[src/hdl/gsbs_pkg.sv]
// Package for the grid store bilinear sampler: operation codes, register
// indexes, sequencer states and the control bundle passed to the datapath.
// Depends on nothing; every other file of the block but gsbs_ram imports it.
package gsbs_pkg;

	// Field widths of the transaction payloads.
	localparam int OP_W    = 2;
	localparam int COORD_W = 8;
	localparam int VAL_W   = 32;
	localparam int POS_W   = 24;

	// Configuration port.
	localparam int PADDR_W = 3;
	localparam int PDATA_W = 32;
	localparam int GW_W    = 9;
	localparam int SCALE_W = 24;

	localparam logic REG_GRID_WIDTH    = 1'b0;
	localparam logic REG_SCALE_INVERSE = 1'b1;

	localparam logic [GW_W-1:0]    GRID_WIDTH_RST = 9'd256;
	localparam logic [SCALE_W-1:0] SCALE_INV_RST  = 24'h010000;

	// Shared multiplier operand and product widths.
	localparam int MUL_A_W = 33;
	localparam int MUL_B_W = 25;
	localparam int PROD_W  = 48;
	localparam int WT_W    = 16;

	typedef enum logic [1:0] {
		OP_WRITE  = 2'd0,
		OP_READ   = 2'd1,
		OP_SAMPLE = 2'd2
	} op_t;

	typedef enum logic [4:0] {
		ST_CLEAR,
		ST_IDLE,
		ST_WRITE,
		ST_READ,
		ST_READ_DATA,
		ST_MUL_X,
		ST_MUL_Y,
		ST_AXIS_X,
		ST_AXIS_Y,
		ST_FETCH,
		ST_ROW1,
		ST_ROW2,
		ST_ROW1_DONE,
		ST_ROW2_DONE,
		ST_COL,
		ST_COL_WAIT,
		ST_COL_DONE,
		ST_OUT
	} state_t;

	typedef enum logic [2:0] {
		MS_POS_X,
		MS_POS_Y,
		MS_ROW1,
		MS_ROW2,
		MS_COL
	} mul_sel_t;

	typedef enum logic [1:0] {
		AS_ITEM,
		AS_FETCH,
		AS_CLEAR
	} addr_sel_t;

	typedef struct packed {
		logic      load;
		logic      clr_we;
		logic      mem_we;
		logic      rd_en;
		addr_sel_t addr_sel;
		logic [1:0] rd_idx;
		logic      cap_v;
		logic [1:0] cap_idx;
		logic      cap_read;
		logic      mul_go;
		mul_sel_t  mul_sel;
		logic      cap_ax_x;
		logic      cap_ax_y;
		logic      cap_r1;
		logic      cap_r2;
		logic      cap_col;
		logic      out_load;
	} ctrl_t;

endpackage

[src/hdl/gsbs_mul.sv]
// Shared signed multiplier of the sampler: registered operands, then a
// registered product. Depends on gsbs_pkg.
module gsbs_mul (
	input  logic                                 clk,
	input  logic                                 go,
	input  logic signed [gsbs_pkg::MUL_A_W-1:0]  a,
	input  logic signed [gsbs_pkg::MUL_B_W-1:0]  b,
	output logic signed [gsbs_pkg::PROD_W-1:0]   prod
);
	import gsbs_pkg::*;

	logic signed [MUL_A_W-1:0] a_s1;
	logic signed [MUL_B_W-1:0] b_s1;
	logic signed [PROD_W-1:0]  prod_s2;

	// Operand stage, loaded when the sequencer starts a multiplication.
	always_ff @(posedge clk) begin
		if (go) begin
			a_s1 <= a;
			b_s1 <= b;
		end
	end

	// Product stage; only the low bits are ever significant here.
	always_ff @(posedge clk) begin
		prod_s2 <= PROD_W'(a_s1 * b_s1);
	end

	assign prod = prod_s2;

endmodule

[config.mk]
export PLATFORM = sky130hd
export DESIGN_NAME = gsbs_mul
export DESIGN_NICKNAME = d
export VERILOG_FILES = /design/src/hdl/gsbs_pkg.sv /design/src/hdl/gsbs_mul.sv
export SDC_FILE = /design/constraint.sdc
export NUM_CORES = 2
export LEC_CHECK = 0
export BUFFER_PORTS_ARGS = -buffer_cell sky130_fd_sc_hd__buf_2
export CAP_MARGIN = 15
export CORE_ASPECT_RATIO = 1.1
export CORE_MARGIN = 2
export CORE_UTILIZATION = 60
export CTS_CLUSTER_DIAMETER = 150
export DETAILED_ROUTE_END_ITERATION = 6
export PLACE_DENSITY = 0.78
export SKIP_CTS_REPAIR_TIMING = 1
export SYNTH_ARGS = -nofsm -noshare
export SYNTH_HDL_FRONTEND = slang
export SYNTH_SLANG_ARGS = --single-unit
[constraint.sdc]
create_clock -name clk -period 8.9 [get_ports clk]
set_clock_uncertainty 0.15 [all_clocks]
set_input_delay 1.335 -clock clk [delete_from_list [all_inputs] [get_ports clk]]
set_output_delay 1.335 -clock clk [all_outputs]
set_load 0.005 [all_outputs]
; ---- Word-level counts from Yosys, hierarchy flattened
; Cells that the tools add are included.
[word_totals]
wordCells = 4
ram_bits = 0
input_bits = 60
mem_bits_ro = 0
n_memories = 0
register_bits = 106
output_inout_bits = 48
latchBits = 0
[op_classes]
n_lt_le_gt_ge = 0
bitwise = 0
eq_ne = 0
multipliers = 1
n_div = 0
n_addsub = 0
n_reduce_logical = 0
mux = 0
shift = 0
[ops]
columns = operator, n
row1 = 33-bit by 25-bit multiplier with 48-bit output, 1

; ---- Logic depth before layout (Yosys ltp)
[depth]
word_depth = 1
ltp_mapped = 27
mapped_depth_nobuf = 25

; ---- Worst setup path after synthesis
; Ideal clock, no wire load.
[synth_path]
path_kind = register to register
from = reg b_s1[4]
to = reg prod_s2[43], in the netlist prod[43]
setup_time_ps = 123
slack_ps = 2178
synth_period_minus_slack_ps = 6722
required_ps = 8627
t_arrival_ps = 6449
stages_incl_launch_ff = 28
path_buffers = 2
path_cell_list = edfxtp_1 clkbuf_1 nand2_1 fa_1 inv_1 fa_1 inv_1 fa_1 inv_1 fa_1 inv_1 fa_1 inv_1 fa_1 inv_1 fa_1 inv_1 ha_1 and3_1 buf_4 nand3_1 a2bb2oi_2 nand2_4 a311oi_4 a31oi_4 a21boi_4 o21ai_1 xor2_1
[synth_between]
elab_chain_cells = 1
[synth_rtl]
columns = item, line_no
row1 = start: declaration, gsbs_mul.sv:13  ; logic signed [MUL_B_W-1:0] b_s1;
row2 = start signal: assignment, gsbs_mul.sv:20  ; b_s1 <= b;
row3 = 33-bit by 25-bit multiplier with 48-bit output, gsbs_mul.sv:26  ; prod_s2 <= PROD_W'(a_s1 * b_s1);
row4 = end signal: assignment, gsbs_mul.sv:26
row5 = end: declaration, gsbs_mul.sv:14  ; logic signed [PROD_W-1:0] prod_s2;
; Every way passes these cells.
; A chain may end at the register's enable or synchronous reset.

; ---- Final worst setup path
[layout_path]
from = reg a_s1[13]
to = reg prod_s2[44], in the netlist prod[44]
[layout_between]
elab_chain_cells = 1
[layout_rtl]
columns = item, line_no
row1 = start: declaration, gsbs_mul.sv:12  ; logic signed [MUL_A_W-1:0] a_s1;
row2 = start signal: assignment, gsbs_mul.sv:19  ; a_s1 <= a;
row3 = 33-bit by 25-bit multiplier with 48-bit output, gsbs_mul.sv:26
; Every way passes these cells.

==> flow_summary.json <==
{
  "drv_cap": 0,
  "grt_pass1_vias": 23000,
  "yosys.area_share.adder_pct": 57.8,
  "relSlewSlack_pct": 24.5,
  "die_w_um": 211,
  "drive_gt1_share_pct": 6.18,
  "setup_viol": 0,
  "violations": "DRC",
  "worstPathRequired_ns": 9.04,
  "yosysWarningCount": 0,
  "vias": 19800,
  "synthMuxAreaShare_pct": 0.0355,
  "crit_fanout": 25,
  "cts-root-buf": "clkbuf_16",
  "fin_nets": 3867,
  "antenna_found_initial": 6,
  "drt-wirelength-per-cell_um": 20.2,
  "status": "finished with violations",
  "layout_common_cells": "fa_1, inv_1, nand2_1",
  "avgSynthCellArea_um2": 9.63,
  "min_period_ns": 7.95,
  "drt-total-wl_mm": 71.5,
  "maxSlewViolCount": 0,
  "core_um2": 46500,
  "cts_buffers": 9,
  "synthCells": 2924,
  "cts.sinks": 106,
  "htreeDepth": 3,
  "dr.first_iter.drc_count": 1328,
  "grt_max_degree": 59,
  "clk_latency_ns": 0.41,
  "drc": 1,
  "synth-main-ff-cell": "edfxtp_1",
  "grt-ovfl-total": 0,
  "grtUsageTotal_pct": 31.8,
  "io_buffers": 107,
  "num_rows": 83,
  "dpl.hpwl_mm": 58.5,
  "rsz0062_at_grt": "false",
  "ioPinCount": 108,
  "fillers": 3723,
  "grt_pass1_wl_mm": 117,
  "synth_edf_count": 58,
  "area_growth_pct": 4.90,
  "die_area_um2": 48700,
  "arrival_ns": 8.08,
  "holdCritPathClass": "reg2reg",
  "synth_top_family_by_area": "adder cells",
  "place_congestion": 0.902,
  "timing.final.crit_share_pct": 89.3,
  "cp-end-kind": "flop",
  "cts_tree": "yes",
  "clk_pin_slew_ns": 0.10,
  "initial_core_util_pct": 60.5,
  "syn_nets": 3852,
  "synth_seq_cells": 106,
  "final_antenna_net_count": 0,
  "tns_ns": 0,
  "synthesis.area_um2": 28200,
  "layout_commonest_cell": "fa_1",
  "hold_violations": 0,
  "start_kind": "flop",
  "synth-simple-area-share_pct": 15.5,
  "synth_compound_gate_area_share_pct": 3.37,
  "crit_type": "reg2reg",
  "die_y_um": 231,
  "synthArstFlopShare_pct": 0,
  "cts_buffer_depth": 2,
  "first_pass_iters": 7,
  "synthXorXnorAreaFrac_pct": 2.18,
  "max_slew.worst_pin.slew_ns": 1.13,
  "yosysUniqueCellTypes": 56,
  "vias_per_cell": 5.59,
  "fmax_ghz": 0.126,
  "ys_seq_area_share_pct": 9.60
}
## metal layers
| layer | up-vias | GRT usage (%) | wire [um] |
|---|---|---|---|
| li1 | 8391 | - | - |
| met1 | 10200 | 34.8 | 24200 |
| met2 | 931 | 56.0 | 36900 |
| met3 | 286 | 4.72 | 4450 |
| met4 | 0 | 23.5 | 5990 |
| met5 | - | 0 | 0 |
## area by class of cell
class	count	area, um^2	area share [%]
sequential	106	2700	9.15
timing repair buffer	147	856	2.90
clock buffer	9	225	0.762
clock inverter	7	86.3	0.292
tap	595	744	2.52
antenna	5	12.5	0.0424
inverter	721	2710	9.16
multi-input combinational	1954	22200	75.2
## cell usage after synthesis (2+ instances only)
master	n	area, um^2
a221oi_1	2	17.5
edfxtp_1	58	1740
nand3b_1	2	15.0
inv_1	721	2710
o31ai_2	2	25.0
a211oi_1	2	15.0
buf_2	4	20.0
a21oi_1	44	220
and3_1	7	43.8
a21o_1	16	120
and4_1	3	26.3
nand4_1	5	31.3
o211ai_1	3	22.5
o21ai_1	11	55.1
and2_1	341	2130
xor2_1	22	193
and2b_1	2	15.0
nand3_1	7	35.0
ha_1	146	1830
a2111oi_0	2	17.5
fa_1	722	14500
nor3_1	5	25.0
nand2b_1	10	62.6
a31oi_1	3	18.8
a21oi_2	2	17.5
nor2b_1	25	156
dfxtp_1	48	961
a211oi_2	2	25.0
clkbuf_1	138	518
xnor2_1	48	420
nor3b_1	2	15.0
a31o_2	2	17.5
nor2_1	18	67.6
o21bai_1	6	45.0
a311oi_1	3	26.3
nand2_1	446	1670
o21ai_0	18	90.1
o21a_1	8	60.1
## final timing paths
kind	startpoint	depth (start not counted)	endpoint	slack (ns)
worst max-delay path	a_s1[13]$_DFFE_PP_	25	prod[44]$_DFF_P_	0.95
worst min-delay path	b_s1[0]$_DFFE_PP_	2	prod[0]$_DFF_P_	0.82
worst max register to register	a_s1[13]$_DFFE_PP_	25	prod[44]$_DFF_P_	0.95
worst min register to register	b_s1[0]$_DFFE_PP_	2	prod[0]$_DFF_P_	0.82
## sequential cells by signal, summed over array words and instances (netlist names)
name,flops
b_s1,25
prod,48
a_s1,33
## logic make-up (layout without fill, tap and decap cells)
group | after synthesis | after routing
AND/OR/NAND/NOR | 878 | 878
adder cells (fa/ha/maj) | 868 | 868
buffers and inverters | 864 | 884
AO/OA/AOI/OAI | 137 | 137
flip-flops | 106 | 106
XOR/XNOR | 70 | 70
multiplexers | 1 | 1
other | 0 | 5
## metrics by stage
step                      setup slack, ns  instances  instance area [um^2]  util (%)  hold WS, ns
after floorplan                      2.18       2924                 28200         -        0.379
after global placement               1.29       3522                 29200      62.7        0.758
after detailed placement             1.05       3522                 29200      62.7        0.771
after CTS                            1.01       3538                 29500      63.4        0.788
after global routing                0.758       3544                 29500      63.5        0.833
final                               0.952       3544                 29500      63.5        0.815
## worst max-delay path, cell delays in order, from the launching register on
cell and delay [ns]:
edfxtp_1 1.09, nand2_1 0.21, fa_1 0.57, inv_1 0.05
fa_1 0.49, inv_1 0.07, fa_1 0.53, inv_1 0.05
fa_1 0.49, inv_1 0.06, fa_1 0.54, inv_1 0.05
fa_1 0.48, inv_1 0.05, fa_1 0.48, inv_1 0.04
ha_1 0.33, a21oi_1 0.17, o21ai_0 0.16, a311oi_1 0.38
o21ai_2 0.19, a21oi_1 0.48, o21ai_1 0.27, nand4_1 0.17
a31oi_1 0.11, xor2_1 0.15
Power is left out: the tool's default activity adds up to more than one toggle a clock period on the data nets, which glitch-free logic cannot reach.
