File: src/hdl/gsbs_pkg.sv
// Package for the grid store bilinear sampler: operation codes, register
// indexes, sequencer states and the control bundle passed to the datapath.
// Depends on nothing; every other file of the block but gsbs_ram imports it.
package gsbs_pkg;

	// Field widths of the transaction payloads.
	localparam int OP_W    = 2;
	localparam int COORD_W = 8;
	localparam int VAL_W   = 32;
	localparam int POS_W   = 24;

	// Configuration port.
	localparam int PADDR_W = 3;
	localparam int PDATA_W = 32;
	localparam int GW_W    = 9;
	localparam int SCALE_W = 24;

	localparam logic REG_GRID_WIDTH    = 1'b0;
	localparam logic REG_SCALE_INVERSE = 1'b1;

	localparam logic [GW_W-1:0]    GRID_WIDTH_RST = 9'd256;
	localparam logic [SCALE_W-1:0] SCALE_INV_RST  = 24'h010000;

	// Shared multiplier operand and product widths.
	localparam int MUL_A_W = 33;
	localparam int MUL_B_W = 25;
	localparam int PROD_W  = 48;
	localparam int WT_W    = 16;

	typedef enum logic [1:0] {
		OP_WRITE  = 2'd0,
		OP_READ   = 2'd1,
		OP_SAMPLE = 2'd2
	} op_t;

	typedef enum logic [4:0] {
		ST_CLEAR,
		ST_IDLE,
		ST_WRITE,
		ST_READ,
		ST_READ_DATA,
		ST_MUL_X,
		ST_MUL_Y,
		ST_AXIS_X,
		ST_AXIS_Y,
		ST_FETCH,
		ST_ROW1,
		ST_ROW2,
		ST_ROW1_DONE,
		ST_ROW2_DONE,
		ST_COL,
		ST_COL_WAIT,
		ST_COL_DONE,
		ST_OUT
	} state_t;

	typedef enum logic [2:0] {
		MS_POS_X,
		MS_POS_Y,
		MS_ROW1,
		MS_ROW2,
		MS_COL
	} mul_sel_t;

	typedef enum logic [1:0] {
		AS_ITEM,
		AS_FETCH,
		AS_CLEAR
	} addr_sel_t;

	typedef struct packed {
		logic      load;
		logic      clr_we;
		logic      mem_we;
		logic      rd_en;
		addr_sel_t addr_sel;
		logic [1:0] rd_idx;
		logic      cap_v;
		logic [1:0] cap_idx;
		logic      cap_read;
		logic      mul_go;
		mul_sel_t  mul_sel;
		logic      cap_ax_x;
		logic      cap_ax_y;
		logic      cap_r1;
		logic      cap_r2;
		logic      cap_col;
		logic      out_load;
	} ctrl_t;

endpackage

File: src/hdl/gsbs_seq.sv
// Sequencer of the sampler: runs the clearing pass after reset and steps
// each operation through memory accesses and the shared multiplier.
// Depends on gsbs_pkg for the state type and the control bundle.
module gsbs_seq #(
	parameter int AW = 16
) (
	input  logic                    clk,
	input  logic                    arst_n,
	input  logic                    in_valid,
	input  logic [gsbs_pkg::OP_W-1:0] in_op,
	input  logic                    out_free,
	output logic                    in_ready,
	output gsbs_pkg::ctrl_t         ctrl,
	output logic [AW-1:0]           clr_addr
);
	import gsbs_pkg::*;

	localparam logic [2:0] FETCH_END = 3'd4;

	state_t        state_q, state_d;
	logic [AW-1:0] clr_cnt_q;
	logic [2:0]    fetch_q;

	// State register.
	always_ff @(posedge clk or negedge arst_n) begin
		if (!arst_n) begin
			state_q <= ST_CLEAR;
		end else begin
			state_q <= state_d;
		end
	end

	// Clearing pass address and the four-cell fetch counter.
	always_ff @(posedge clk or negedge arst_n) begin
		if (!arst_n) begin
			clr_cnt_q <= '0;
			fetch_q   <= '0;
		end else begin
			if (state_q == ST_CLEAR) begin
				clr_cnt_q <= clr_cnt_q + 1'b1;
			end
			if (state_q == ST_AXIS_Y) begin
				fetch_q <= '0;
			end else if (state_q == ST_FETCH) begin
				fetch_q <= fetch_q + 3'd1;
			end
		end
	end

	assign clr_addr = clr_cnt_q;

	// Next state and control outputs.
	always_comb begin
		state_d       = state_q;
		ctrl          = '0;
		ctrl.mul_sel  = MS_POS_X;
		ctrl.addr_sel = AS_ITEM;
		ctrl.rd_idx   = fetch_q[1:0];
		ctrl.cap_idx  = 2'(fetch_q - 3'd1);
		in_ready      = 1'b0;
		unique case (state_q)
			ST_CLEAR: begin
				ctrl.clr_we   = 1'b1;
				ctrl.addr_sel = AS_CLEAR;
				if (&clr_cnt_q) begin
					state_d = ST_IDLE;
				end
			end
			ST_IDLE: begin
				in_ready = 1'b1;
				if (in_valid) begin
					ctrl.load = 1'b1;
					unique case (in_op)
						OP_WRITE:  state_d = ST_WRITE;
						OP_READ:   state_d = ST_READ;
						OP_SAMPLE: state_d = ST_MUL_X;
						default:   state_d = ST_IDLE;
					endcase
				end
			end
			ST_WRITE: begin
				ctrl.mem_we = 1'b1;
				state_d     = ST_IDLE;
			end
			ST_READ: begin
				ctrl.rd_en = 1'b1;
				state_d    = ST_READ_DATA;
			end
			ST_READ_DATA: begin
				ctrl.cap_read = 1'b1;
				state_d       = ST_OUT;
			end
			ST_MUL_X: begin
				ctrl.mul_go  = 1'b1;
				ctrl.mul_sel = MS_POS_X;
				state_d      = ST_MUL_Y;
			end
			ST_MUL_Y: begin
				ctrl.mul_go  = 1'b1;
				ctrl.mul_sel = MS_POS_Y;
				state_d      = ST_AXIS_X;
			end
			ST_AXIS_X: begin
				ctrl.cap_ax_x = 1'b1;
				state_d       = ST_AXIS_Y;
			end
			ST_AXIS_Y: begin
				ctrl.cap_ax_y = 1'b1;
				state_d       = ST_FETCH;
			end
			ST_FETCH: begin
				// Reads go out on counts 0 to 3, data is captured on counts 1 to 4.
				ctrl.addr_sel = AS_FETCH;
				ctrl.rd_en    = (fetch_q != FETCH_END);
				ctrl.cap_v    = (fetch_q != 3'd0);
				if (fetch_q == FETCH_END) begin
					state_d = ST_ROW1;
				end
			end
			ST_ROW1: begin
				ctrl.mul_go  = 1'b1;
				ctrl.mul_sel = MS_ROW1;
				state_d      = ST_ROW2;
			end
			ST_ROW2: begin
				ctrl.mul_go  = 1'b1;
				ctrl.mul_sel = MS_ROW2;
				state_d      = ST_ROW1_DONE;
			end
			ST_ROW1_DONE: begin
				ctrl.cap_r1 = 1'b1;
				state_d     = ST_ROW2_DONE;
			end
			ST_ROW2_DONE: begin
				ctrl.cap_r2 = 1'b1;
				state_d     = ST_COL;
			end
			ST_COL: begin
				ctrl.mul_go  = 1'b1;
				ctrl.mul_sel = MS_COL;
				state_d      = ST_COL_WAIT;
			end
			ST_COL_WAIT: begin
				state_d = ST_COL_DONE;
			end
			ST_COL_DONE: begin
				ctrl.cap_col = 1'b1;
				state_d      = ST_OUT;
			end
			ST_OUT: begin
				if (out_free) begin
					ctrl.out_load = 1'b1;
					state_d       = ST_IDLE;
				end
			end
			default: begin
				state_d = ST_IDLE;
			end
		endcase
	end

	// A sample holds off the next transaction while it is worked on.
	a_sample_busy: assert property (@(posedge clk) disable iff (!arst_n)
		(in_valid && in_ready && in_op == OP_SAMPLE) |=> !in_ready)
		else $error("request taken while a sample is in progress");

	// The single memory port is used by at most one access per cycle.
	a_one_access: assert property (@(posedge clk) disable iff (!arst_n)
		$onehot0({ctrl.clr_we, ctrl.mem_we, ctrl.rd_en}))
		else $error("two memory accesses in one cycle");

	// No request is taken while the clearing pass runs.
	a_clear_blocks: assert property (@(posedge clk) disable iff (!arst_n)
		ctrl.clr_we |-> !in_ready && !ctrl.load)
		else $error("request taken during the clearing pass");

endmodule

File: config.mk
export PLATFORM = sky130hd
export DESIGN_NAME = gsbs_seq
export DESIGN_NICKNAME = d
export VERILOG_FILES = /design/src/hdl/gsbs_pkg.sv /design/src/hdl/gsbs_seq.sv
export SDC_FILE = /design/constraint.sdc
export NUM_CORES = 1
export LEC_CHECK = 0
export ABC_AREA = 1
export ABC_CLOCK_PERIOD_IN_PS = 1700
export BUFFER_PORTS_ARGS = -buffer_cell sky130_fd_sc_hd__buf_2
export CAP_MARGIN = 40
export CORE_MARGIN = 4
export CORE_UTILIZATION = 53
export CTS_BUF_LIST = sky130_fd_sc_hd__clkbuf_4 sky130_fd_sc_hd__clkbuf_8
export CTS_CLUSTER_SIZE = 30
export DETAILED_ROUTE_END_ITERATION = 16
export PLACE_DENSITY_LB_ADDON = 0.15
export SLEW_MARGIN = 25
export SYNTH_ARGS = -nofsm -noshare
export SYNTH_HDL_FRONTEND = slang
export SYNTH_SLANG_ARGS = --single-unit
File: constraint.sdc
create_clock -name clk -period 1.7 [get_ports clk]
set_input_delay 0 -clock clk [delete_from_list [all_inputs] [get_ports clk]]
set_output_delay 0 -clock clk [all_outputs]
set_load 0.01 [all_outputs]
* Word level (Yosys, flattened, before mapping)
Index checks and enable logic that the tools add are counted.
Storage, ports and cells: flip-flop bits (word level) 24, input bits 6, output and inout bits 39, logic and storage cells 63
Cells by class: add/sub/neg operators 3, eq/ne operators 25, muxes and demuxes 25, reductions and logical operators 7
Operator list (number):
- 5-bit case mux with 16 select lines | 1
- 5-bit by 4-bit == test with 1-bit output (second input constant) | 8
- 5-bit by 3-bit == test with 1-bit output (second input constant) | 4
- 5-bit two-way mux | 4
- 4-bit case mux with 5 select lines | 1
- 16-bit by 1-bit adder with 16-bit output (second input constant) | 1
- 16-bit AND reduction | 1
- 1-bit two-way mux | 14
- 5-bit by 2-bit == test with 1-bit output (second input constant) | 2
- 5-bit == test (second input constant) | 2
- 3-bit case mux with 3 select lines | 1
- 3-bit two-way mux | 2
- 5-bit by 1-bit == test with 1-bit output (second input constant) | 1
- 5-bit logical NOT | 1
- 2-bit by 1-bit inequality test with 1-bit output (second input constant) | 2
- 2-bit inequality test (second input constant) | 2
- 2-bit case mux with 2 select lines | 1
- 4-bit AND reduction | 1
- 3-bit by 1-bit adder with 3-bit output (second input constant) | 1
- 3-bit == test (second input constant) | 1
- 3-bit inequality test (second input constant) | 1
- 3-bit nonzero test | 1
- 2-bit by 1-bit == test with 1-bit output (second input constant) | 1
- 2-bit == test (second input constant) | 1
- other kinds (5) | 5

* Depth between registers and ports, before layout
depth after elaboration 4, mapped depth 10, mapped depth without buffers 10

* Least setup slack after synthesis
No wires, ideal clock.
path type reg-to-reg, start reg state_q[3], end reg clr_cnt_q[13], in the netlist clr_addr[13], setup time 0.121 ns, arrival time 1.226 ns, data required time 1.579 ns, slack 0.353 ns, stages on the path, launching flop included 7, buffers on the path 0, period minus slack after synthesis 1.347 ns, cells stage by stage dfrtp_1 > nor2_4 > nand3_4 > nor2_4 > nand4_1 > o21ai_1 > nand2_1
Between the ends: word-level cells in the longest chain between the ends 1
Ends and longest elaborated chain:
- from (decl) | RTL line gsbs_seq.sv:20 | state_t state_q, state_d;
- from (signal assigned) | RTL line gsbs_seq.sv:29 | state_q <= state_d;
- 5-bit logical NOT | RTL line gsbs_seq.sv:39 | if (state_q == ST_CLEAR) begin
- to (signal assigned) | RTL line gsbs_seq.sv:40 | clr_cnt_q <= clr_cnt_q + 1'b1;
- to (decl) | RTL line gsbs_seq.sv:21 | logic [AW-1:0] clr_cnt_q;
Every way passes these cells. A chain may end at the register's enable or synchronous reset.

==> impl_summary.txt <==
----------------------------------------------------
[Timing]
  Sum of negative setup slack ... 0 ns
  Final Cycle Share ... 93.1%
  Worst-case clock skew ... 0.00589 ns
  Pins Over Slew Limit ... 0
  Unrepaired setup endpoints after global routing ... yes
  Relative slew slack ... between 60% and 70%
  Final worst-path setup slack ... 0.117 ns
  Worst slew pin tran ... between 0.5 and 0.6 ns
  Shortest period the worst path allows ... 1.58 ns
  Maximum clock rate ... between 600 and 700 MHz
  Setup-failing EPs final ... 0
  Hold Fails Final Rpt ... 0

[Logic synthesis]
  Number of unique standard cell types used by synthesis ... 22
  Share of the synthesized area in the top cell type ... between 30% and 40%
  Syn Nets ... 227
  Number of standard cells after synthesis ... 218
  Post-synthesis cell type with the largest combined area ... sky130_fd_sc_hd__dfrtp_1
  Summed instance area of the synthesized netlist ... around 0.0016 mm^2
  Post-synthesis average cell area ... between 7 and 8 um^2
  Yosys reg bits ... 24
  Largest cells by area after synthesis ... sky130_fd_sc_hd__dfrtp_1, sky130_fd_sc_hd__nand2_1, sky130_fd_sc_hd__nor2_1
  Sequential fraction of the synthesis area ... approximately 39%
  Synthesis Warnings ... 0

[Route]
  Detailed-route wire length per cell ... 11.9 um
  Count of nets left with antenna violations after detail routing ... 0
  Vias ... about 1500
  Pre-Repair DR Iteration Count ... 4
  Number of DRC violations after detailed-routing iteration 0 ... 85
  DR DRC count ... 0
  Per-cell via count in the routed design ... 5.10
  Wirelength, routed ... around 3.5 mm

[Clocking]
  Setup Fix Bufs, Post-CTS ... 0
  Clock tree root buffer cell ... sky130_fd_sc_hd__clkbuf_4
  Worst-path clk slew ... ~0.13 ns
  Number of buffers inserted during clock tree synthesis ... 3
  Maximum root-to-sink buffer count ... 2
  Insertion delay to the later sink of the worst-skew pair ... approximately 0.30 ns
  TritonCTS clock tree ... yes
  Maximum level of the CTS H-tree ... 1
  Clk sinks ... 24

[Global route]
  Overall global routing resource usage ... 20.0%
  Number of global-route vias before repair ... between 1500 and 2000
  GR Overflow Total ... 0
  Met3 track utilization from global routing ... just over 4%
  First-pass GRT wire length ... about 6.6 mm
  Most used routing layer in global routing ... met2
  Pin count of the biggest net entering global routing ... 25
  Met2 track demand over resource ... a little over a third
  Antenna violations before repair ... 0
  GR Util met1 ... ~25%

[Setup path]
  Biggest cell delay along the critical path ... between 0.4 and 0.5 ns
  Data required time at the worst endpoint ... around 1.7 ns
  Slowest cell on the critical path ... sky130_fd_sc_hd__dfrtp_2
  Launch instance of the worst register-to-register path ... state_q[3]
  Critical path depth in cells ... 7
  Crit. End Element ... output pin
  Setup crit start kind ... register
  Worst setup path endpoint ... ctrl[9]
  Crit path max fanout ... 6
  Worst path bufs/invs ... 3
  Number of cells on the worst reg-to-reg path ... 6
  Largest delay share family, worst path ... simple AND/OR/NAND/NOR gates
  Start-to-end type of the worst setup path ... reg -> out
  Cell occurring most often along the worst timing path ... sky130_fd_sc_hd__nand2_2
  Startpoint of the most critical setup path ... state_q[1]
  Worst flop-to-flop path endpoint ... clr_addr[13]
  R2R Setup Slk ... about 0.12 ns
  WP data arrival ... ~1.6 ns
  Sequence of cells on the critical path ... inv_2 > nand2_2 > nand2_1 > nand2_2 > inv_1 > or3_1 > buf_2

[Cells and area]
  Final non-filler cell total ... slightly below 300
  Final core utilization ... between 60% and 70%
  Final Net Count ... ~280
  Cell area after layout ... about 0.0019 mm^2
  Fillcell total ... ~270
  Area growth from synthesis to layout ... 19.9%
  Layout cells sized above 1 ... 27.5%
  Antenna diode count ... 0

[Floorplan]
  Number of rows created at floorplan ... 19
  Number of placed I/O pins ... between 40 and 50
  Core region area ... approximately 0.0028 mm^2
  Die Area ... 0.00387 mm^2
  Vertical die dimension ... between 60 and 70 um
  Horizontal die dimension ... approximately 62 um
  Starting Density ... 56.1%

[Place]
  Quantity of I/O buffers inserted on ports ... 44
  Number of placed instances, taps included ... a little under 300
  Post-detailed-placement cell area ... roughly 0.0018 mm^2
  Routability Congestion ... 1.04
  DPL Wire Length ... roughly 2.9 mm
  Pre-CTS setup slack ... roughly 0.15 ns

[Power and ir drop]
  Leakage ... 1.10 nW
  Power density over the cells ... 1550 mW/mm^2
  IR Drop Worst-Case VDD ... 1.20 mV

[Worst hold path]
  Number of cells traversed by the worst hold path ... 4
  Kind of path behind the tightest hold check ... in -> reg

[Job]
  Max-capacitance violation count ... 0

[Outcome]
  Run status ... completed

----------------------------------------------------
cell families (layout without fill, tap and decap cells):
| group | Yosys count | count (layout) | synth area share (%) |
|---|---|---|---|
| and+or+nand+nor | 130 | 130 | 38.6 |
| buffers and inverters | 38 | 85 | 9.87 |
| DFF | 24 | 24 | 38.5 |
| xor gates and xnor gates | 13 | 13 | 7.30 |
| AOI/OAI and AO/OA | 10 | 10 | 3.29 |
| adders and majority gates | 3 | 3 | 2.41 |
per-layer routing:
layer / vias up / part of all wire, %
met5: - / 0
li1: 769 / -
met2: 53 / 51
met3: 6 / 6.5
met4: 0 / 1.2
met1: 681 / 42
repair_timing:
action                     CTS  global route
hold buffers                 1             0
hold endpoints to repair    24             0
setup endpoints to repair    1             5
gates resized for setup      2             8
report_power, final:
part	internal, mW	switching, mW
clock network	0.130	0.157
registers	0.722	0.177
logic	0.606	1.11
layout make-up:
cell class              count  area (um^2)  share of cell area (%)
repair buffers             46          238                    12.7
well taps                  31         38.8                    2.07
inverters                  35          135                    7.23
flip-flops and latches     24          604                    32.3
clock buffers               4         36.3                    1.94
multi-input cells         156          817                    43.7
state kept, by name (all words and copies together), names as in the netlist:
signal / cells
state_q: 5
clr_addr: 16
fetch_q: 3
synthesized netlist by cell type, drive strengths merged:
library cell	instances
nand2	58
nor2	40
inv	35
dfrtp	24
nand3	20
nor3	7
o21ai	7
xor2	7
xnor2	6
nand4	4
buf	3
ha	3
a21oi	2
o22ai	1
or3	1
worst min-delay path by stage:
stage | start | endpoint | slack (ns)
floorplan | arst_n | clr_addr[0] | -0.30
global placement | arst_n | state_q[4] | 0.01
detailed placement | arst_n | state_q[4] | 0.02
CTS | in_op[0] | state_q[2] | 0.05
global route | in_op[0] | state_q[2] | 0.05
finish | in_op[1] | state_q[1] | 0.06
cells in the final DEF (no fill, tap or decap):
master | netlist | layout
sky130_fd_sc_hd__a21oi_1 | 2 | 2
sky130_fd_sc_hd__buf_2 | 0 | 44
sky130_fd_sc_hd__buf_4 | 3 | 1
sky130_fd_sc_hd__clkbuf_4 | 0 | 3
sky130_fd_sc_hd__clkbuf_8 | 0 | 1
sky130_fd_sc_hd__clkinvlp_4 | 0 | 1
sky130_fd_sc_hd__dfrtp_1 | 24 | 21
sky130_fd_sc_hd__dfrtp_2 | 0 | 3
sky130_fd_sc_hd__dlygate4sd3_1 | 0 | 1
sky130_fd_sc_hd__ha_1 | 3 | 3
sky130_fd_sc_hd__inv_1 | 32 | 29
sky130_fd_sc_hd__inv_2 | 3 | 5
sky130_fd_sc_hd__nand2_1 | 56 | 53
sky130_fd_sc_hd__nand2_2 | 2 | 5
sky130_fd_sc_hd__nand3_1 | 17 | 16
sky130_fd_sc_hd__nand3_2 | 2 | 3
sky130_fd_sc_hd__nand3_4 | 1 | 1
sky130_fd_sc_hd__nand4_1 | 4 | 4
sky130_fd_sc_hd__nor2_1 | 34 | 34
sky130_fd_sc_hd__nor2_2 | 1 | 1
sky130_fd_sc_hd__nor2_4 | 5 | 5
sky130_fd_sc_hd__nor3_1 | 7 | 7
sky130_fd_sc_hd__o21ai_0 | 6 | 6
sky130_fd_sc_hd__o21ai_1 | 1 | 1
sky130_fd_sc_hd__o22ai_1 | 1 | 1
sky130_fd_sc_hd__or3_1 | 1 | 1
sky130_fd_sc_hd__xnor2_1 | 6 | 6
sky130_fd_sc_hd__xor2_1 | 7 | 7
tightest hold or removal path: stages:
cell and delay (ns):
sky130_fd_sc_hd__buf_2 0.08, sky130_fd_sc_hd__inv_1 0.04, sky130_fd_sc_hd__a21oi_1 0.15, sky130_fd_sc_hd__nor2_1 0.07
metrics by stage:
step | total power [mW] | hold slack [ns]
finish | 2.91 | 0.0646
global route | 3.20 | 0.0529
CTS | 2.90 | 0.0538
detailed placement | 2.59 | 0.0173
global placement | 2.58 | 0.0108
floorplan | 2.12 | -0.296
Note: power is estimated with default switching activity, not from simulation.
